**config.mk**
```make
export PLATFORM = sky130hd
export DESIGN_NAME = home_computer_bank_decoder_unit
export DESIGN_NICKNAME = d
export VERILOG_FILES = /design/src/hcbd_pkg.sv /design/src/hcbd_decode.sv /design/src/home_computer_bank_decoder_unit.sv
export SDC_FILE = /design/constraint.sdc
export NUM_CORES = 1
export LEC_CHECK = 0
export ABC_AREA = 0
export BUFFER_PORTS_ARGS = -buffer_cell sky130_fd_sc_hd__buf_2
export CAP_MARGIN = 15
export CORE_ASPECT_RATIO = 2
export CORE_UTILIZATION = 57
export CTS_BUF_LIST = sky130_fd_sc_hd__clkbuf_4 sky130_fd_sc_hd__clkbuf_8
export CTS_CLUSTER_DIAMETER = 40
export DETAILED_ROUTE_END_ITERATION = 16
export PLACE_DENSITY = 0.87
export SYNTH_ARGS = -nofsm -noshare
export SYNTH_HDL_FRONTEND = slang
export SYNTH_HIERARCHICAL = 1
export SYNTH_SLANG_ARGS = --single-unit
```
**constraint.sdc**
```tcl
create_clock -name clk -period 2.99 [get_ports clk]
set_input_delay 0.4485 -clock clk [delete_from_list [all_inputs] [get_ports clk]]
set_output_delay 0.4485 -clock clk [all_outputs]
set_load 0.01 [all_outputs]
```
**src/hcbd_pkg.sv**
```systemverilog
package hcbd_pkg;

  localparam logic [1:0] MODE_READ  = 2'd0;
  localparam logic [1:0] MODE_WRITE = 2'd1;
  localparam logic [1:0] MODE_VIDEO = 2'd2;

  localparam logic [3:0] TGT_RAM    = 4'd0;
  localparam logic [3:0] TGT_BASIC  = 4'd1;
  localparam logic [3:0] TGT_CHAR   = 4'd2;
  localparam logic [3:0] TGT_KERNAL = 4'd3;
  localparam logic [3:0] TGT_VIDEO  = 4'd4;
  localparam logic [3:0] TGT_TIMER1 = 4'd5;
  localparam logic [3:0] TGT_TIMER2 = 4'd6;
  localparam logic [3:0] TGT_COLOR  = 4'd7;
  localparam logic [3:0] TGT_PORT   = 4'd8;

  localparam int MSK_KERNAL = 0;
  localparam int MSK_CHAR   = 1;
  localparam int MSK_BASIC  = 2;
  localparam int MSK_IO     = 3;

  typedef struct packed {
    logic [1:0]  mode;
    logic [15:0] address;
    logic [7:0]  write_data;
    logic [7:0]  timer2_port_a;
  } item_t;

  typedef struct packed {
    logic [3:0]  target;
    logic [15:0] device_address;
    logic        device_write;
    logic        also_ram_write;
    logic [7:0]  data;
    logic        color_fetch;
  } result_t;

  typedef struct packed {
    logic       en;
    logic       sel;
    logic [7:0] data;
  } port_wr_t;

  function automatic logic [3:0] bank_mask_of(input logic [2:0] code);
    logic [3:0] m;
    case (code)
      3'd7: m = 4'hD;
      3'd6: m = 4'h9;
      3'd5: m = 4'h8;
      3'd3: m = 4'h7;
      3'd2: m = 4'h3;
      3'd1: m = 4'h2;
      default: m = 4'h0;
    endcase
    return m;
  endfunction

  function automatic logic [3:0] io_target(input logic [15:0] a, input logic [3:0] mask);
    logic [3:0] t;
    t = TGT_RAM;
    if (mask[MSK_IO]) begin
      if (a[15:10] == 6'b110100) t = TGT_VIDEO;        // D000-D3FF
      else if (a[15:8] == 8'hDC) t = TGT_TIMER1;
      else if (a[15:8] == 8'hDD) t = TGT_TIMER2;
      else if (a[15:10] == 6'b110110) t = TGT_COLOR;   // D800-DBFF
    end
    return t;
  endfunction

endpackage

```
**src/hcbd_decode.sv**
```systemverilog
module hcbd_decode
  import hcbd_pkg::*;
(
  input  item_t           item,
  input  logic [3:0]      mask,
  input  logic [1:0][7:0] port_bytes,
  output result_t         res,
  output port_wr_t        port_wr
);

  logic       is_port;
  logic [1:0] bank;

  assign is_port = (item.address[15:1] == 15'd0);
  assign bank    = ~item.timer2_port_a[1:0];

  always_comb begin
    res = '0;
    res.device_address = item.address;
    port_wr = '0;
    port_wr.sel  = item.address[0];
    port_wr.data = item.write_data;
    case (item.mode)
      MODE_VIDEO: begin
        res.device_address = {bank, item.address[13:0]};
        res.color_fetch    = 1'b1;
        if (res.device_address[14:12] == 3'b001) res.target = TGT_CHAR;
      end
      MODE_WRITE: begin
        res.device_write = 1'b1;
        res.data         = item.write_data;
        if (is_port) begin
          res.target         = TGT_PORT;
          res.also_ram_write = 1'b1;
          port_wr.en         = 1'b1;
        end else begin
          res.target = io_target(item.address, mask);
        end
      end
      default: begin
        if (is_port) begin
          res.target = TGT_PORT;
          res.data   = port_bytes[item.address[0]];
        end else if (mask[MSK_KERNAL] && item.address[15:13] == 3'b111) begin
          res.target = TGT_KERNAL;
        end else if (mask[MSK_CHAR] && item.address[15:12] == 4'hD) begin
          res.target = TGT_CHAR;
        end else if (mask[MSK_BASIC] && item.address[15:13] == 3'b101) begin
          res.target = TGT_BASIC;
        end else begin
          res.target = io_target(item.address, mask);
        end
      end
    endcase
  end

endmodule

```
**src/home_computer_bank_decoder_unit.sv**
```systemverilog
// Bus access bank decoder.
// Input register, then result register; decode is one shallow compare/mux level.
// Throughput: one transaction per cycle while the result is not stalled by out_stall.
// Reset (rst_n low, synchronous): port bytes and bank mask cleared (all RAM),
// both pipeline stages emptied.
module home_computer_bank_decoder_unit
  import hcbd_pkg::*;
(
  input  logic        clk,
  input  logic        rst_n,
  input  logic        in_valid,
  output logic        in_stall,
  input  logic [1:0]  in_mode,
  input  logic [15:0] in_address,
  input  logic [7:0]  in_write_data,
  input  logic [7:0]  in_timer2_port_a,
  output logic        out_valid,
  input  logic        out_stall,
  output logic [3:0]  out_target,
  output logic [15:0] out_device_address,
  output logic        out_device_write,
  output logic        out_also_ram_write,
  output logic [7:0]  out_out_data,
  output logic        out_color_fetch
);

  logic            s1_valid_r;
  item_t           s1_item_r;
  logic            out_valid_r;
  result_t         res_r;
  logic [1:0][7:0] port_r;
  logic [3:0]      mask_r;

  result_t         res_nxt;
  port_wr_t        port_wr;
  logic [7:0]      port1_nxt;
  logic            advance;
  logic            s1_load;

  hcbd_decode u_decode (
    .item       (s1_item_r),
    .mask       (mask_r),
    .port_bytes (port_r),
    .res        (res_nxt),
    .port_wr    (port_wr)
  );

  assign advance  = s1_valid_r && (!out_valid_r || !out_stall);
  assign s1_load  = !s1_valid_r || advance;
  assign in_stall = !s1_load;

  assign port1_nxt = (port_wr.sel) ? port_wr.data : port_r[1];

  always_ff @(posedge clk) begin
    if (!rst_n) begin
      s1_valid_r  <= 1'b0;
      out_valid_r <= 1'b0;
      port_r      <= '0;
      mask_r      <= '0;
    end else begin
      if (s1_load) s1_valid_r <= in_valid;
      if (advance) out_valid_r <= 1'b1;
      else if (!out_stall) out_valid_r <= 1'b0;
      if (advance && port_wr.en) begin
        port_r[port_wr.sel] <= port_wr.data;
        mask_r              <= bank_mask_of(port1_nxt[2:0]);
      end
    end
  end

  always_ff @(posedge clk) begin
    if (s1_load && in_valid) begin
      s1_item_r <= '{mode: in_mode, address: in_address, write_data: in_write_data,
                     timer2_port_a: in_timer2_port_a};
    end
    if (advance) res_r <= res_nxt;
  end

  assign out_valid          = out_valid_r;
  assign out_target         = res_r.target;
  assign out_device_address = res_r.device_address;
  assign out_device_write   = res_r.device_write;
  assign out_also_ram_write = res_r.also_ram_write;
  assign out_out_data       = res_r.data;
  assign out_color_fetch    = res_r.color_fetch;

endmodule

```
==> metrics list, run 1 <==
- Static timing analysis puts the maximum clock frequency at 445.8 MHz.
* Area used by multi-input combinational logic: between 800 and 900 µm²
- Before CTS, the worst setup slack after placement is approximately 760 ps.
- Detailed-route via count: 1960
- Crit Path Category: flip-flop to flip-flop
* Count of TritonRoute iterations in the first routing pass: 4
* Setup bufs post-CTS: 0
- RD Place Congestion: between 0.8 and 0.9
* Clock network latency to the later pin of the worst-skew pair: 350 ps
- For this run, the slowest stage of the critical path takes ~440 ps.
- Area growth from synthesis to final layout: 11.55%
- Across the VDD grid, the largest voltage drop is around 750 µV.
- Buffers placed on the I/O ports in this run total 64.
- After synthesis, the mean cell area works out to 14.04 µm².
* DP Wirelength: a little over 4000 µm
- Counting the fill cells in the layout gives 411.
* Largest net degree at the start of global routing: 36
- Post-route setup TNS: 0 ps
- Largest driver fanout on the critical path: 8
* Wire length reported by the detailed router: 5667 µm
* Data arrival time of the critical path: 2490 ps
- Critical path data required time: ~3200 ps
- 1st-iter DRT viols: 41
- The cell sitting at the root of the clock tree is a sky130_fd_sc_hd__clkbuf_8.
- The cell area that synthesis handed to floorplanning was around 3300 µm².
- Using the TritonRoute via totals, the vias-per-cell ratio works out to about 5.6.
* Leakage power figure: between 1 and 1.5 nW
- Floorplan die area: ~6200 µm²
- slightly above 70 I/O pins were placed.
- Number of antenna diodes: 0
- After floorplanning, the core was divided into 39 placement rows.
- At the end of the flow, the number of nets in the layout was ~330.
- MaxCap Viol Count: 0
* Run status: completed
- The number of antenna violations at the first check in global routing is 0.
* Syn Inst Count: approximately 240
* Final Power: ~2.2 mW
* Power per Cell Area: just under 600 nW/µm²
* Hold buffer count at CTS: 0
* Grt total ovfl: 0
- The worst setup path is launched from a flip-flop.
* Family of cells with the greatest summed delay on the critical path: simple AND/OR/NAND/NOR gates
- Gates resized during post-CTS repair numbered 0.
* Clk slew on worst S/H paths: roughly 80 ps
* Number of routed nets with antenna violations: 0
* Finished Cell Area: about 3700 µm²
- Final design utilization: 0.6556
- The number of global-route vias before repair was approximately 1900.
- Headroom to the max-slew limit came out at 0.6047.
- Syn Nets: around 280
- Setup violations remaining at the end of the flow were counted as 0.
- In the finished design, the share of the clock period the worst path needs comes to 0.7503.
* Unrepaired setup endpoints after global routing: no
- Maximum level of the CTS H-tree: 3
- TritonCTS created 9 clock buffers.
* Syn. warnings: 6
- Transition at the pin with the smallest max-transition slack: between 500 and 600 ps
- Of the cells placed in the final design, the portion with a size suffix greater than 1 is 0.3540.
* Combined flip-flop and latch cell area: ~2200 µm²
- Wire length of the first global-routing pass: 9011 µm
- The tightest min-delay check is of the input pin to flip-flop type.
* Maximum root-to-sink buffer count: 2
* Residual DRC count: 0
- For the final database, setup skew stands at between 7 and 8 ps.
- Total count of max-transition violations in the final report: 0
- Average wire length per cell after detail routing: 16.10 µm
* Post-detailed-placement cell area: approximately 3500 µm²
- In this run the horizontal extent of the chip is between 50 and 60 µm.
- Die Y: between 100 and 150 µm
- Combined global-route utilization of all metal layers: 0.2029
- Among all stages on the critical path, the largest delay is contributed by sky130_fd_sc_hd__edfxtp_1.
- The total area inside the core boundary comes to ~5700 µm².
- Worst Setup End Kind: flip-flop
- For the finished layout, the period the worst path requires is 2243 ps.
- Number of sinks handled by clock tree synthesis: 80
- Walking the worst path, the cells encountered are nor4_2 > nand4_1 > nor2_1 > buf_4 > nand3b_1 > mux2i_1 > nor2b_1.
- Clock tree from TritonCTS: built
* Crit path setup slack, layout: around 750 ps
- Combined buffer and inverter count along the critical path: 1
- Initial core utilization: 0.5878
- Count of endpoints failing hold in the final timing report: 0
[final timing paths]
| path | start | end | slack, ps | cells after the start |
|---|---|---|---|---|
| worst min register to register | port_r[12] | port_r[12] | 470 | 2 |
| worst min-delay path | in_address[9] | s1_item_r[25] | 270 | 1 |
| worst max register to register | s1_item_r[24] | port_r[3] | 750 | 7 |
| worst max-delay path | s1_item_r[24] | port_r[3] | 750 | 7 |
[routing by layer]
layer / global-route usage / routed length, µm
met1: 0.1938 / 1985
met5: 0 / 0
met2: 0.3767 / 3280
met3: 0.04901 / 191
met4: 0.1359 / 210
[final cells by class]
type | instances | area share
inverters | 5 | 0.005057
repair buffers | 69 | 0.09643
clock inverters | 5 | 0.01315
flip-flops and latches | 80 | 0.5907
clock buffers | 11 | 0.03742
multi-input cells | 121 | 0.2367
well taps | 61 | 0.02057
[per-stage QoR]
stage                     hold slack [ps]  cells
after floorplan                     447.6    237
after global placement              452.4    336
after detailed placement            460.4    336
after CTS                           250.7    352
after global routing                247.3    352
final                               265.1    352
[sequential cells by signal, indices dropped and copies added (netlist names), 3 cells and up]
signal,cells
out_target,4
out_device_address,16
s1_item_r,28
port_r,16
mask_r,3
out_out_data,8
[cell usage in the layout (no fill, tap or decap), types with 5 or more instances in the layout]
cell and n:
sky130_fd_sc_hd__a21boi_2 5, sky130_fd_sc_hd__a21oi_1 6, sky130_fd_sc_hd__buf_2 64, sky130_fd_sc_hd__buf_4 5, sky130_fd_sc_hd__clkbuf_8 9, sky130_fd_sc_hd__dfxtp_1 21, sky130_fd_sc_hd__edfxtp_1 59, sky130_fd_sc_hd__inv_1 5
sky130_fd_sc_hd__mux2i_1 18, sky130_fd_sc_hd__nand2_1 20, sky130_fd_sc_hd__nand3_1 9, sky130_fd_sc_hd__nor2b_1 11, sky130_fd_sc_hd__o21ai_1 8
[power by group]
part / internal (mW) / leakage [nW] / switching (mW)
sequential: 1.24 / 0.732 / 0.0253
combinational: 0.0554 / 0.657 / 0.0706
clock: 0.397 / 0.101 / 0.363
(Power assumes the default switching activity.)
==> run 2: changes to the inputs <==
- CORE_UTILIZATION: 57 -> 51
- PLACE_DENSITY: 0.87 -> 0.83
- clock period: 2.99 -> 2 ns (I/O delays scaled with it)
==> metrics list, run 2 (synthesis gave the netlist of run 1 again) <==
* Crit path launch type: flip-flop
- The number of antenna diodes in the final layout is 0.
- In the final layout, the multi-input gates occupy just under 900 µm².
- Num rows: 41
- The first TritonRoute pass finished after 4 iterations.
- Across every metal layer, demand over resource in global routing totals 0.1878.
- Wire length of the first global-routing pass: about 9000 µm
- The finished cells cover 3821 µm².
- Minimum clock period: 1868 ps
- The area growth from synthesis to layout is 14.86%.
- Family of cells with the greatest summed delay on the critical path: simple AND/OR/NAND/NOR gates
- In this run the cell area measured after placement is approximately 3600 µm².
- Min-delay src: in_timer2_port_a[0]
* Total CTS buffers: 9
- Register with the most flip-flops: s1_item_r
- For the worst setup path, the data required time is between 2000 and 2500 ps.
* Detailed-route via count: a little under 2000
* Post-route clock skew: a little over 7 ps
- Crit Path Category: flip-flop to flip-flop
- Setup violations, final: 0
- Worst setup path startpoint: s1_item_r[33]
- Number of antenna violations at the first check in global routing: 0
* Number of routed nets with antenna violations: 0
* Count of port buffers added during placement: 64
* Crit-path max cell delay: just over 400 ps
- Most frequent cells in the layout: sky130_fd_sc_hd__buf_2, sky130_fd_sc_hd__edfxtp_1, sky130_fd_sc_hd__dfxtp_1, sky130_fd_sc_hd__nand2_1, sky130_fd_sc_hd__mux2i_1
- The register with the most flip-flops in the layout has 28 of them.
- Leaving out fill and tap cells, the most frequent cell in the layout is sky130_fd_sc_hd__buf_2.
- The final hold violation count was 0.
- Number of sinks handled by clock tree synthesis: 80
- After detailed routing, the number of vias per cell comes to 5.127.
* Fraction of layout instances using a drive strength above 1: 0.3821
* Largest net degree at the start of global routing: 29
- Type of the tightest min-delay check: input pin to flip-flop
- Fill cells in the final layout number 524.
- Worst vdd ir: approximately 600 µV
* Combined buffer and inverter count along the critical path: 0
- DP Wirelength: 4311 µm
- Transition at the pin with the smallest max-transition slack: between 400 and 500 ps
- Run status: completed
* # nets final: about 340
* I/O pin count: 71
* Slowest CP cell: sky130_fd_sc_hd__edfxtp_1
- Leakage power figure: between 1.5 and 2 nW
- The detailed router put a total of approximately 2000 µm of wire on met1.
- Along the worst path, the maximum fanout reaches 8.
- 1st-iter DRT viols: 56
- Clock tree from TritonCTS: built
- Data arrives at the worst endpoint at just over 2000 ps.
- Unrepaired setup endpoints after global routing: no
- After detailed routing, the average wire length per cell comes to approximately 15 µm.
* MaxCap Viol Count: 0
- Maximum root-to-sink buffer count: 2
- Die W: 59.11 µm
* Routed wire length on met2: 3524 µm
* Post-route setup TNS: 0 ps
* Placeable core area: approximately 6300 µm²
* RD Place Congestion: roughly 0.85
- Power spread over the standard cell area amounts to between 800 and 900 nW/µm².
- Floorplan die area: around 6900 µm²
* Maximum level of the CTS H-tree: 3
- Worst R2R Setup Slack: between 100 and 150 ps
* Die Y: about 120 µm
* Length of routed met3 wiring: between 200 and 250 µm
- The worst setup path is captured at a flip-flop.
- For this block, the routed nets add up to about 6000 µm of wire.
* Grt total ovfl: 0
* Clock network latency to the later pin of the worst-skew pair: 350 ps
- Across all hold checks on the routed design, the worst slack comes to 125.9 ps.
- Clk slew on worst S/H paths: about 70 ps
- Highest Signal Layer: met4
- For this configuration, the core starts out at a cell density of 0.5273.
- Residual DRC count: 0
- Ordered list of cells on the worst path: ha_1 > nor4b_2 > nand4_2 > o21ai_1
* Combined flip-flop and latch cell area: between 2000 and 2500 µm²
- Launching point of the worst reg2reg path: s1_item_r[33]
- Derived from the worst setup path, the maximum achievable clock frequency is roughly 540 MHz.
- Worst-case headroom to the max-slew limit: 0.6936
- Of the available clock period, the critical path in the final layout requires 0.9339.
- The cell sitting at the root of the clock tree is a sky130_fd_sc_hd__clkbuf_8.
- Total count of max-transition violations in the final report: 0
- Vias in the first global route: 1946
run 2: cell count changes in the layout (fill, tap and decap cells not counted), sizes merged:
| cell | change |
|---|---|
| buf | +10 |
| bufinv | -1 |
| clkbuf | +4 |
| clkinv | -3 |
run 2: area by class of cell:
type | instances | area share
flip-flops and latches | 80 | 0.5737
clock buffers | 15 | 0.04584
multi-input cells | 121 | 0.2328
repair buffers | 79 | 0.1133
clock inverters | 1 | 0.001310
inverters | 5 | 0.004912
well taps | 86 | 0.02816
run 2: report_power, final:
part / leakage, nW / internal (mW) / total (mW) / switching [mW]
combinational: 0.708 / 0.0946 / 0.207 / 0.113
sequential: 0.732 / 1.86 / 1.89 / 0.0391
clock: 0.0988 / 0.554 / 1.07 / 0.513
total: 1.54 / 2.50 / 3.17 / 0.665
run 2: worst paths after layout:
path,endpoint,cells after the start
hold / removal,s1_item_r[0],1
setup / recovery,out_out_data[2],4
setup reg to reg,out_out_data[2],4
hold reg to reg,port_r[15],2
run 2: repair_timing:
item | CTS | global route
hold buffers | 0 | 0
setup endpoints to repair | 0 | 18
buffers inserted | 0 | 1
gates resized for setup | 0 | 2
run 2: worst register-to-register path: stages, from the launching register on:
cell and delay, ps:
sky130_fd_sc_hd__edfxtp_1 410, sky130_fd_sc_hd__ha_1 370, sky130_fd_sc_hd__nor4b_2 360, sky130_fd_sc_hd__nand4_2 340, sky130_fd_sc_hd__o21ai_1 240
run 2: metrics by stage:
| step | total power [mW] | setup WS [ps] | utilization | cells |
|---|---|---|---|---|
| after detailed placement | 2.136 | 50.14 | 0.5741 | 370 |
| after floorplan | 2.061 | 235.4 | - | 237 |
| after global placement | 2.126 | 158.1 | 0.5741 | 370 |
| after global routing | 3.293 | 21.29 | 0.6056 | 387 |
| final | 3.169 | 132.3 | 0.6056 | 387 |
| after CTS | 3.192 | 30.59 | 0.6026 | 386 |
run 2: layer usage:
metal,vias to the layer above,track usage
li1,955,-
met1,954,0.1652
met2,57,0.3462
met3,18,0.05426
met4,0,0.1333
met5,-,0
